File: src/sv/twm_pkg.sv
package twm_pkg;

  localparam int unsigned CFG_DATA_W = 32;
  localparam int unsigned BIT_DELAY_RST = 100;
  localparam int unsigned STRETCH_TIMEOUT_RST = 2000;

  typedef enum logic [0:0] {
    CFG_BIT_DELAY       = 1'b0,
    CFG_STRETCH_TIMEOUT = 1'b1
  } cfg_reg_e;

  typedef enum logic [1:0] {
    OP_START = 2'd0,
    OP_STOP  = 2'd1,
    OP_WRITE = 2'd2,
    OP_READ  = 2'd3
  } op_e;

  typedef struct packed {
    logic       cmd_valid;
    op_e        operation;
    logic [7:0] tx_byte;
    logic       msb_lead;
    logic       last_read;
    logic       scl_in;
    logic       sda_in;
  } item_t;

  typedef struct packed {
    logic scl_pull_low;
    logic sda_pull_low;
    logic ready_res;
    logic done_res;
    logic [7:0] rx_byte;
    logic nack;
    logic stretch_timeout;
  } res_t;

  typedef struct packed {
    logic delay_active;
    logic wait_active;
  } tmr_req_t;

  typedef struct packed {
    logic advance;
    logic timed_out;
  } tmr_rsp_t;

endpackage

File: src/sv/two_wire_master_byte_engine_unit.sv
// a word is taken into the input register, processed into the result register once
//   that is free or being emptied, and its result is offered from there
// throughput: one word per cycle if results drain; each word ticks the sequencer
// all line timing is counted in words, set by the bit delay and stretch timeout
// reset: asynchronous, sequencer idle with both lines released, config at defaults
module two_wire_master_byte_engine_unit #(
  parameter int unsigned DELAY_WIDTH   = 10,
  parameter int unsigned TIMEOUT_WIDTH = 16
) (
  input  logic                           clk_i,
  input  logic                           rst_ni,
  input  logic                           cfg_valid_i,
  output logic                           cfg_ready_o,
  input  logic                           cfg_index_i,
  input  logic [twm_pkg::CFG_DATA_W-1:0] cfg_data_i,
  input  logic                           in_valid_i,
  output logic                           in_ready_o,
  input  logic                           cmd_valid_i,
  input  logic [1:0]                     operation_i,
  input  logic [7:0]                     tx_byte_i,
  input  logic                           msb_lead_i,
  input  logic                           last_read_i,
  input  logic                           scl_in_i,
  input  logic                           sda_in_i,
  output logic                           out_valid_o,
  input  logic                           out_ready_i,
  output logic                           scl_pull_low_o,
  output logic                           sda_pull_low_o,
  output logic                           ready_res_o,
  output logic                           done_res_o,
  output logic [7:0]                     rx_byte_o,
  output logic                           nack_o,
  output logic                           stretch_timeout_o
);
  import twm_pkg::*;

  logic     a_valid_q;
  item_t    a_item_q;
  logic     out_valid_q;
  res_t     out_res_q;
  logic     proc_en;
  logic     cfg_we;
  tmr_req_t tmr_req;
  tmr_rsp_t tmr_rsp;
  res_t     seq_res;

  assign cfg_ready_o = 1'b1;
  assign cfg_we      = cfg_valid_i & cfg_ready_o;

  // a held word moves on when the result register is free or being emptied
  assign proc_en    = a_valid_q & (~out_valid_q | out_ready_i);
  assign in_ready_o = ~a_valid_q | proc_en;

  always_ff @(posedge clk_i or negedge rst_ni) begin
    if (!rst_ni) begin
      a_valid_q   <= 1'b0;
      out_valid_q <= 1'b0;
    end else begin
      if (in_ready_o) begin
        a_valid_q <= in_valid_i;
      end
      if (proc_en) begin
        out_valid_q <= 1'b1;
      end else if (out_ready_i) begin
        out_valid_q <= 1'b0;
      end
    end
  end

  always_ff @(posedge clk_i) begin
    if (in_valid_i && in_ready_o) begin
      a_item_q.cmd_valid <= cmd_valid_i;
      a_item_q.operation <= op_e'(operation_i);
      a_item_q.tx_byte   <= tx_byte_i;
      a_item_q.msb_lead  <= msb_lead_i;
      a_item_q.last_read <= last_read_i;
      a_item_q.scl_in    <= scl_in_i;
      a_item_q.sda_in    <= sda_in_i;
    end
    if (proc_en) begin
      out_res_q <= seq_res;
    end
  end

  twm_timer #(
    .DELAY_WIDTH  (DELAY_WIDTH),
    .TIMEOUT_WIDTH(TIMEOUT_WIDTH)
  ) u_timer (
    .clk_i      (clk_i),
    .rst_ni     (rst_ni),
    .cfg_we_i   (cfg_we),
    .cfg_index_i(cfg_reg_e'(cfg_index_i)),
    .cfg_data_i (cfg_data_i),
    .en_i       (proc_en),
    .req_i      (tmr_req),
    .scl_in_i   (a_item_q.scl_in),
    .rsp_o      (tmr_rsp)
  );

  twm_seq u_seq (
    .clk_i (clk_i),
    .rst_ni(rst_ni),
    .en_i  (proc_en),
    .item_i(a_item_q),
    .rsp_i (tmr_rsp),
    .req_o (tmr_req),
    .res_o (seq_res)
  );

  assign out_valid_o       = out_valid_q;
  assign scl_pull_low_o    = out_res_q.scl_pull_low;
  assign sda_pull_low_o    = out_res_q.sda_pull_low;
  assign ready_res_o       = out_res_q.ready_res;
  assign done_res_o        = out_res_q.done_res;
  assign rx_byte_o         = out_res_q.rx_byte;
  assign nack_o            = out_res_q.nack;
  assign stretch_timeout_o = out_res_q.stretch_timeout;

`ifndef SYNTHESIS
  a_done_returns_idle: assert property (@(posedge clk_i) disable iff (!rst_ni)
    (out_valid_o && done_res_o) |-> ready_res_o)
    else $error("command finished without returning idle");

  a_processed_word_shows: assert property (@(posedge clk_i) disable iff (!rst_ni)
    proc_en |=> out_valid_o)
    else $error("processed word did not reach the result register");
`endif

endmodule

File: src/sv/twm_timer.sv
module twm_timer #(
  parameter int unsigned DELAY_WIDTH   = 10,
  parameter int unsigned TIMEOUT_WIDTH = 16
) (
  input  logic                             clk_i,
  input  logic                             rst_ni,
  input  logic                             cfg_we_i,
  input  twm_pkg::cfg_reg_e                cfg_index_i,
  input  logic [twm_pkg::CFG_DATA_W-1:0]   cfg_data_i,
  input  logic                             en_i,
  input  twm_pkg::tmr_req_t                req_i,
  input  logic                             scl_in_i,
  output twm_pkg::tmr_rsp_t                rsp_o
);
  import twm_pkg::*;

  logic [DELAY_WIDTH-1:0]   bit_delay_q;
  logic [TIMEOUT_WIDTH-1:0] stretch_limit_q;
  logic [DELAY_WIDTH-1:0]   delay_cnt_q, delay_cnt_d;
  logic [TIMEOUT_WIDTH-1:0] stretch_cnt_q, stretch_cnt_d;

  logic [DELAY_WIDTH-1:0]   delay_lim;
  logic [DELAY_WIDTH:0]     delay_inc;
  logic                     delay_done;
  logic [TIMEOUT_WIDTH-1:0] stretch_lim;
  logic [TIMEOUT_WIDTH:0]   stretch_inc;
  logic                     stretch_done;

  // a limit of zero acts as one tick, and the carry bit catches a wrap
  assign delay_lim    = (bit_delay_q == '0) ? DELAY_WIDTH'(1) : bit_delay_q;
  assign delay_inc    = {1'b0, delay_cnt_q} + (DELAY_WIDTH + 1)'(1);
  assign delay_done   = delay_inc >= {1'b0, delay_lim};
  assign stretch_lim  = (stretch_limit_q == '0) ? TIMEOUT_WIDTH'(1) : stretch_limit_q;
  assign stretch_inc  = {1'b0, stretch_cnt_q} + (TIMEOUT_WIDTH + 1)'(1);
  assign stretch_done = stretch_inc >= {1'b0, stretch_lim};

  always_comb begin
    delay_cnt_d   = delay_cnt_q;
    stretch_cnt_d = stretch_cnt_q;
    rsp_o         = '0;
    if (en_i && req_i.delay_active) begin
      rsp_o.advance = delay_done;
      delay_cnt_d   = delay_done ? '0 : delay_inc[DELAY_WIDTH-1:0];
    end
    if (en_i && req_i.wait_active) begin
      if (scl_in_i) begin
        stretch_cnt_d = '0;
        rsp_o.advance = 1'b1;
      end else if (stretch_done) begin
        stretch_cnt_d   = '0;
        rsp_o.advance   = 1'b1;
        rsp_o.timed_out = 1'b1;
      end else begin
        stretch_cnt_d = stretch_inc[TIMEOUT_WIDTH-1:0];
      end
    end
  end

  always_ff @(posedge clk_i or negedge rst_ni) begin
    if (!rst_ni) begin
      bit_delay_q     <= DELAY_WIDTH'(BIT_DELAY_RST);
      stretch_limit_q <= TIMEOUT_WIDTH'(STRETCH_TIMEOUT_RST);
      delay_cnt_q     <= '0;
      stretch_cnt_q   <= '0;
    end else begin
      delay_cnt_q   <= delay_cnt_d;
      stretch_cnt_q <= stretch_cnt_d;
      if (cfg_we_i) begin
        case (cfg_index_i)
          CFG_BIT_DELAY: begin
            bit_delay_q <= cfg_data_i[DELAY_WIDTH-1:0];
          end
          CFG_STRETCH_TIMEOUT: begin
            stretch_limit_q <= cfg_data_i[TIMEOUT_WIDTH-1:0];
          end
          default: begin
          end
        endcase
      end
    end
  end

`ifndef SYNTHESIS
  a_timeout_only_low_wait: assert property (@(posedge clk_i) disable iff (!rst_ni)
    rsp_o.timed_out |-> (req_i.wait_active && !scl_in_i && rsp_o.advance))
    else $error("timeout outside a low clock wait");
`endif

endmodule

File: src/sv/twm_seq.sv
module twm_seq (
  input  logic                clk_i,
  input  logic                rst_ni,
  input  logic                en_i,
  input  twm_pkg::item_t      item_i,
  input  twm_pkg::tmr_rsp_t   rsp_i,
  output twm_pkg::tmr_req_t   req_o,
  output twm_pkg::res_t       res_o
);
  import twm_pkg::*;

  // one state per delay or clock wait of each command
  typedef enum logic [25:0] {
    S_IDLE  = 26'd1 << 0,
    S_ST_D1 = 26'd1 << 1,
    S_ST_W  = 26'd1 << 2,
    S_ST_D2 = 26'd1 << 3,
    S_ST_D3 = 26'd1 << 4,
    S_ST_D4 = 26'd1 << 5,
    S_SP_D1 = 26'd1 << 6,
    S_SP_W  = 26'd1 << 7,
    S_SP_D2 = 26'd1 << 8,
    S_SP_D3 = 26'd1 << 9,
    S_WR_D1 = 26'd1 << 10,
    S_WR_W  = 26'd1 << 11,
    S_WR_D2 = 26'd1 << 12,
    S_WR_D3 = 26'd1 << 13,
    S_AK_D1 = 26'd1 << 14,
    S_AK_W  = 26'd1 << 15,
    S_AK_D2 = 26'd1 << 16,
    S_AK_D3 = 26'd1 << 17,
    S_RD_W  = 26'd1 << 18,
    S_RD_D1 = 26'd1 << 19,
    S_RD_D2 = 26'd1 << 20,
    S_RL_D1 = 26'd1 << 21,
    S_RL_W  = 26'd1 << 22,
    S_RL_D2 = 26'd1 << 23,
    S_RL_D3 = 26'd1 << 24,
    S_RL_D4 = 26'd1 << 25
  } state_e;

  state_e     state_q, state_d;
  logic [2:0] bit_q, bit_d;
  logic [2:0] bit_nxt;
  logic [7:0] shift_q, shift_d;
  logic       msb_q, msb_d;
  logic       last_q, last_d;
  logic       scl_low_q, scl_low_d;
  logic       sda_low_q, sda_low_d;
  logic       nack_q, nack_d;
  logic       to_q, to_d;
  logic       done;

  assign bit_nxt = bit_q + 3'd1;

  always_comb begin
    req_o = '0;
    case (state_q)
      S_ST_W, S_SP_W, S_WR_W, S_AK_W, S_RD_W, S_RL_W: begin
        req_o.wait_active = 1'b1;
      end
      S_IDLE: begin
      end
      default: begin
        req_o.delay_active = 1'b1;
      end
    endcase
  end

  always_comb begin
    state_d   = state_q;
    bit_d     = bit_q;
    shift_d   = shift_q;
    msb_d     = msb_q;
    last_d    = last_q;
    scl_low_d = scl_low_q;
    sda_low_d = sda_low_q;
    nack_d    = nack_q;
    to_d      = to_q;
    done      = 1'b0;
    if (en_i) begin
      if (rsp_i.timed_out) begin
        to_d = 1'b1;
      end
      if (state_q == S_IDLE) begin
        if (item_i.cmd_valid) begin
          msb_d  = item_i.msb_lead;
          last_d = item_i.last_read;
          to_d   = 1'b0;
          bit_d  = 3'd0;
          case (item_i.operation)
            OP_START: begin
              sda_low_d = 1'b0;
              state_d   = S_ST_D1;
            end
            OP_STOP: begin
              sda_low_d = 1'b1;
              state_d   = S_SP_D1;
            end
            OP_WRITE: begin
              shift_d   = item_i.tx_byte;
              sda_low_d = ~(item_i.msb_lead ? item_i.tx_byte[7] : item_i.tx_byte[0]);
              state_d   = S_WR_D1;
            end
            OP_READ: begin
              shift_d   = 8'd0;
              sda_low_d = 1'b0;
              scl_low_d = 1'b0;
              state_d   = S_RD_W;
            end
            default: begin
            end
          endcase
        end
      end else if (rsp_i.advance) begin
        case (state_q)
          S_ST_D1: begin
            scl_low_d = 1'b0;
            state_d   = S_ST_W;
          end
          S_ST_W: state_d = S_ST_D2;
          S_ST_D2: begin
            sda_low_d = 1'b1;
            state_d   = S_ST_D3;
          end
          S_ST_D3: begin
            scl_low_d = 1'b1;
            state_d   = S_ST_D4;
          end
          S_SP_D1: begin
            scl_low_d = 1'b0;
            state_d   = S_SP_W;
          end
          S_SP_W: state_d = S_SP_D2;
          S_SP_D2: begin
            sda_low_d = 1'b0;
            state_d   = S_SP_D3;
          end
          S_WR_D1: begin
            scl_low_d = 1'b0;
            state_d   = S_WR_W;
          end
          S_WR_W: state_d = S_WR_D2;
          S_WR_D2: begin
            scl_low_d = 1'b1;
            state_d   = S_WR_D3;
          end
          S_WR_D3: begin
            if (bit_q != 3'd7) begin
              bit_d     = bit_nxt;
              sda_low_d = ~(msb_q ? shift_q[~bit_nxt] : shift_q[bit_nxt]);
              state_d   = S_WR_D1;
            end else begin
              // release data for the slave's ack
              bit_d     = 3'd0;
              sda_low_d = 1'b0;
              state_d   = S_AK_D1;
            end
          end
          S_AK_D1: begin
            scl_low_d = 1'b0;
            state_d   = S_AK_W;
          end
          S_AK_W: state_d = S_AK_D2;
          S_AK_D2: begin
            nack_d    = item_i.sda_in;
            scl_low_d = 1'b1;
            state_d   = S_AK_D3;
          end
          S_RD_W: state_d = S_RD_D1;
          S_RD_D1: begin
            shift_d[bit_q] = shift_q[bit_q] | item_i.sda_in;
            scl_low_d      = 1'b1;
            state_d        = S_RD_D2;
          end
          S_RD_D2: begin
            if (bit_q != 3'd7) begin
              bit_d     = bit_nxt;
              scl_low_d = 1'b0;
              state_d   = S_RD_W;
            end else begin
              bit_d     = 3'd0;
              sda_low_d = ~last_q;
              state_d   = S_RL_D1;
            end
          end
          S_RL_D1: begin
            scl_low_d = 1'b0;
            state_d   = S_RL_W;
          end
          S_RL_W: state_d = S_RL_D2;
          S_RL_D2: begin
            scl_low_d = 1'b1;
            state_d   = S_RL_D3;
          end
          S_RL_D3: begin
            sda_low_d = 1'b0;
            state_d   = S_RL_D4;
          end
          S_ST_D4, S_SP_D3, S_AK_D3, S_RL_D4: begin
            done    = 1'b1;
            state_d = S_IDLE;
          end
          default: begin
            state_d = S_IDLE;
          end
        endcase
      end
    end
  end

  always_ff @(posedge clk_i or negedge rst_ni) begin
    if (!rst_ni) begin
      state_q   <= S_IDLE;
      bit_q     <= 3'd0;
      shift_q   <= 8'd0;
      msb_q     <= 1'b0;
      last_q    <= 1'b0;
      scl_low_q <= 1'b0;
      sda_low_q <= 1'b0;
      nack_q    <= 1'b0;
      to_q      <= 1'b0;
    end else begin
      state_q   <= state_d;
      bit_q     <= bit_d;
      shift_q   <= shift_d;
      msb_q     <= msb_d;
      last_q    <= last_d;
      scl_low_q <= scl_low_d;
      sda_low_q <= sda_low_d;
      nack_q    <= nack_d;
      to_q      <= to_d;
    end
  end

  always_comb begin
    res_o.scl_pull_low    = scl_low_d;
    res_o.sda_pull_low    = sda_low_d;
    res_o.ready_res       = (state_d == S_IDLE);
    res_o.done_res        = done;
    res_o.rx_byte         = shift_d;
    res_o.nack            = nack_d;
    res_o.stretch_timeout = to_d;
  end

`ifndef SYNTHESIS
  a_wait_scl_released: assert property (@(posedge clk_i) disable iff (!rst_ni)
    req_o.wait_active |-> !scl_low_q)
    else $error("waiting on the clock line while driving it low");

  a_no_done_from_idle: assert property (@(posedge clk_i) disable iff (!rst_ni)
    (en_i && state_q == S_IDLE) |-> !res_o.done_res)
    else $error("done raised on a tick that started idle");
`endif

endmodule

File: config.mk
export PLATFORM = sky130hd
export DESIGN_NAME = two_wire_master_byte_engine_unit
export DESIGN_NICKNAME = d
export VERILOG_FILES = /design/src/sv/twm_pkg.sv /design/src/sv/two_wire_master_byte_engine_unit.sv /design/src/sv/twm_timer.sv /design/src/sv/twm_seq.sv
export SDC_FILE = /design/constraint.sdc
export NUM_CORES = 1
export LEC_CHECK = 0
export ABC_AREA = 1
export BUFFER_PORTS_ARGS = -buffer_cell sky130_fd_sc_hd__buf_2
export CAP_MARGIN = 20
export CELL_PAD_IN_SITES_DETAIL_PLACEMENT = 0
export CELL_PAD_IN_SITES_GLOBAL_PLACEMENT = 1
export CORE_MARGIN = 4
export CORE_UTILIZATION = 38
export CTS_CLUSTER_DIAMETER = 30
export DETAILED_ROUTE_END_ITERATION = 12
export GPL_ROUTABILITY_DRIVEN = 0
export PLACE_DENSITY = 0.77
export SYNTH_ARGS = -nofsm -noshare
export SYNTH_HDL_FRONTEND = slang
export SYNTH_SLANG_ARGS = --single-unit
File: constraint.sdc
create_clock -name clk_i -period 6.5 [get_ports clk_i]
set_input_delay 1.95 -clock clk_i [delete_from_list [all_inputs] [get_ports clk_i]]
set_output_delay 1.95 -clock clk_i [all_outputs]
set_load 0.01 [all_outputs]
==> flow_summary.toml <==
[run_status]
status = "finished clean"

[worst_setup_path]
cp_data_required_time_ns = 6.80
arrival_ns = 4.77
cp_slowest_cell = "dfrtp_1"
critPathLaunchType = "flip-flop"
crit_type = "reg2reg"
worstSetupEndpointType = "flip-flop"
crit_fanout = 46
cp_slowest_stage_delay_ns = 0.42
crit_top_cell = "nor2_1"

[global_route]
use_met1 = 0.267
use_met2 = 0.262
antenna_found_initial = 0
grt_pass1_wl_um = 31900
gr-usage-all-layers = 0.179
grt_overflow = 0
top_usage_layer = "met1"
grt_pass1_vias = 6239
grt_max_degree = 59
grtUsageMet3 = 0.0349

[synth]
synth-seq-cells = 126
synth_top_family_by_area = "simple AND/OR/NAND/NOR gates"
yosysUniqueCellTypes = 51
synth-main-ff-cell = "dfrtp_1"
synth_seq_area_share = 0.430
synth_compound_area_frac = 0.110
synth_area_um2 = 7690
synth_mux_area_frac = 0
yosys_warnings = 0
synthArstFlopShare = 0.770
synth_xor_area_frac = 0.0194
synth-simple-area-share = 0.286
syn_nets = 1082
synthAdderAreaFrac = 0.0553
netlist_instances = 995
synth_edf_count = 29
avgSynthCellArea_um2 = 7.73

[timing]
setup_viol = 0
hold_viol = 0
layout_worst_path_cycle_share = 0.689
clock_skew_ns = 0.0121
rsz0062_at_grt = "no"
max_slew_margin = 0.397
final_max_slew_viol_count = 0
period_needed_ns = 4.48
tightestPinTransition_ns = 0.902
fmax_ghz = 0.223
fin_hold_ws_ns = 0.478
tns_ns = 0

[floorplan]
ios = 70
core.rowCount = 51
fp.dieW_um = 150
coreArea_um2 = 19700
die_y_um = 150
initial_utilization = 0.390
dieArea_um2 = 22600

[detailed_routing]
postRouteAntennaNets = 0
avgRoutedWirePerCell_um = 14.4
drtIter0Drc = 572
drtPass1Iterations = 5
drc = 0
drt-vias-per-instance = 4.94
wl_um = 19000
vias = 6547

[cts]
clock_latency_ns = 0.43
clk_pin_slew_worst_paths_ns = 0.07
cts_hold_buffers = 0
cts_resized = 0
cts_buffers = 17
cts_tree = "yes"
clock-sinks = 126
ctsRootBufferMaster = "clkbuf_16"
postCtsSetupBuffers = 0
cts_max_level = 4
clock_path_buffers = 2

[placed_design]
dp_hpwl_um = 13900
post_dp_cell_area_um2 = 8190
placedCellCount = 1293
port_buffers = 52

[cells_and_area]
final_cell_mix = "nand2_1, inv_1, nor2_1, dfrtp_1, nand3_1"
final_cells = 1325
fin_nets = 1134
area_growth_pct = 14.0
layout_commonest_cell = "nand2_1"
antenna_cells = 0
final_layout_size_suffix_gt1_frac = 0.126
finish.utilization = 0.445
design_area_um2 = 8770
fillers = 2013

[power]
peakVddDrop_mv = 0.213
p_per_area_nw_per_um2 = 396
leakage_nw = 4.27

[hold_path]
hp-class = "reg2reg"

[job]
drv_cap = 0
-- Yosys cell counts, drive strengths merged (4+ instances only) --
| cell type | count | share of area |
|---|---|---|
| a21oi | 29 | 0.019 |
| a31oi | 4 | 0.0033 |
| buf | 10 | 0.011 |
| clkbuf | 13 | 0.0063 |
| dfrtp | 87 | 0.28 |
| dfstp | 10 | 0.034 |
| edfxtp | 29 | 0.11 |
| ha | 34 | 0.055 |
| inv | 165 | 0.081 |
| nand2 | 211 | 0.11 |
| nand3 | 85 | 0.061 |
| nand4 | 17 | 0.014 |
| nor2 | 129 | 0.073 |
| nor3 | 24 | 0.018 |
| nor4 | 10 | 0.0081 |
| o211ai | 7 | 0.0068 |
| o21ai | 78 | 0.051 |
| o22ai | 16 | 0.013 |
| xor2 | 17 | 0.019 |
-- cell type report --
| cell class | count | area (um2) | area share |
|---|---|---|---|
| timing repair buffer | 56 | 293 | 0.0334 |
| inverter | 166 | 628 | 0.0716 |
| clock inverter | 15 | 159 | 0.0181 |
| multi-input combinational | 680 | 3620 | 0.413 |
| sequential | 126 | 3310 | 0.378 |
| clock buffer | 17 | 425 | 0.0485 |
| tap | 265 | 332 | 0.0378 |
-- critical path: cells and delay by family (launching register included) --
kind	cells	cell delay, ns
flops	1	0.42
fa+ha+maj	2	0.52
compound gates	2	0.27
simple gates	18	2.54
xor+xnor	1	0.24
buf+inv	2	0.34
-- layer usage --
metal | vias up | share of wire
li1 | 3362 | -
met1 | 3039 | 0.52
met2 | 124 | 0.43
met3 | 22 | 0.038
met4 | 0 | 0.016
met5 | - | 0
-- power breakdown --
group / leakage (nW) / total [mW] / switching, mW / internal, mW
clock network: 0.282 / 0.960 / 0.391 / 0.569
registers: 1.50 / 1.15 / 0.150 / 1.00
logic: 2.48 / 1.36 / 0.928 / 0.433
total: 4.27 / 3.47 / 1.47 / 2.00
-- cell families after synthesis --
logic type / count (synthesis)
flops: 126
compound gates: 149
xor+xnor: 17
fa+ha+maj: 34
other cells: 1
buf+inv: 189
simple gates: 479
-- sequential cells by signal, summed over array words and instances (netlist names), 3 cells and up --
register / cells
rx_byte_o: 8
u_timer.stretch_cnt_q: 16
u_seq.bit_q: 3
u_timer.bit_delay_q: 10
a_item_q: 15
u_seq.state_q: 26
u_timer.delay_cnt_q: 10
u_timer.stretch_limit_q: 16
u_seq.shift_q: 8
-- worst paths after layout --
check                                            end  cells after the start  slack [ns]                     start
max reg2reg                              ready_res_o                     25        2.02  u_timer.stretch_cnt_q[0]
max in group asynchronous           u_seq.shift_q[2]                      2        3.84                    rst_ni
max                                      ready_res_o                     25        2.02  u_timer.stretch_cnt_q[0]
min reg2reg                             u_seq.last_q                      2        0.48               a_item_q[2]
min in group asynchronous  u_timer.stretch_cnt_q[15]                      1        1.51                    rst_ni
min                                     u_seq.last_q                      2        0.48               a_item_q[2]
-- stage by stage --
step / total power [mW] / worst slack [ns]
final: 3.47 / 2.02
after global routing: 3.76 / 1.46
after CTS: 3.49 / 2.01
after detailed placement: 2.52 / 2.04
after global placement: 2.51 / 2.07
after floorplan: 2.19 / 2.42
(Power assumes the default switching activity.)
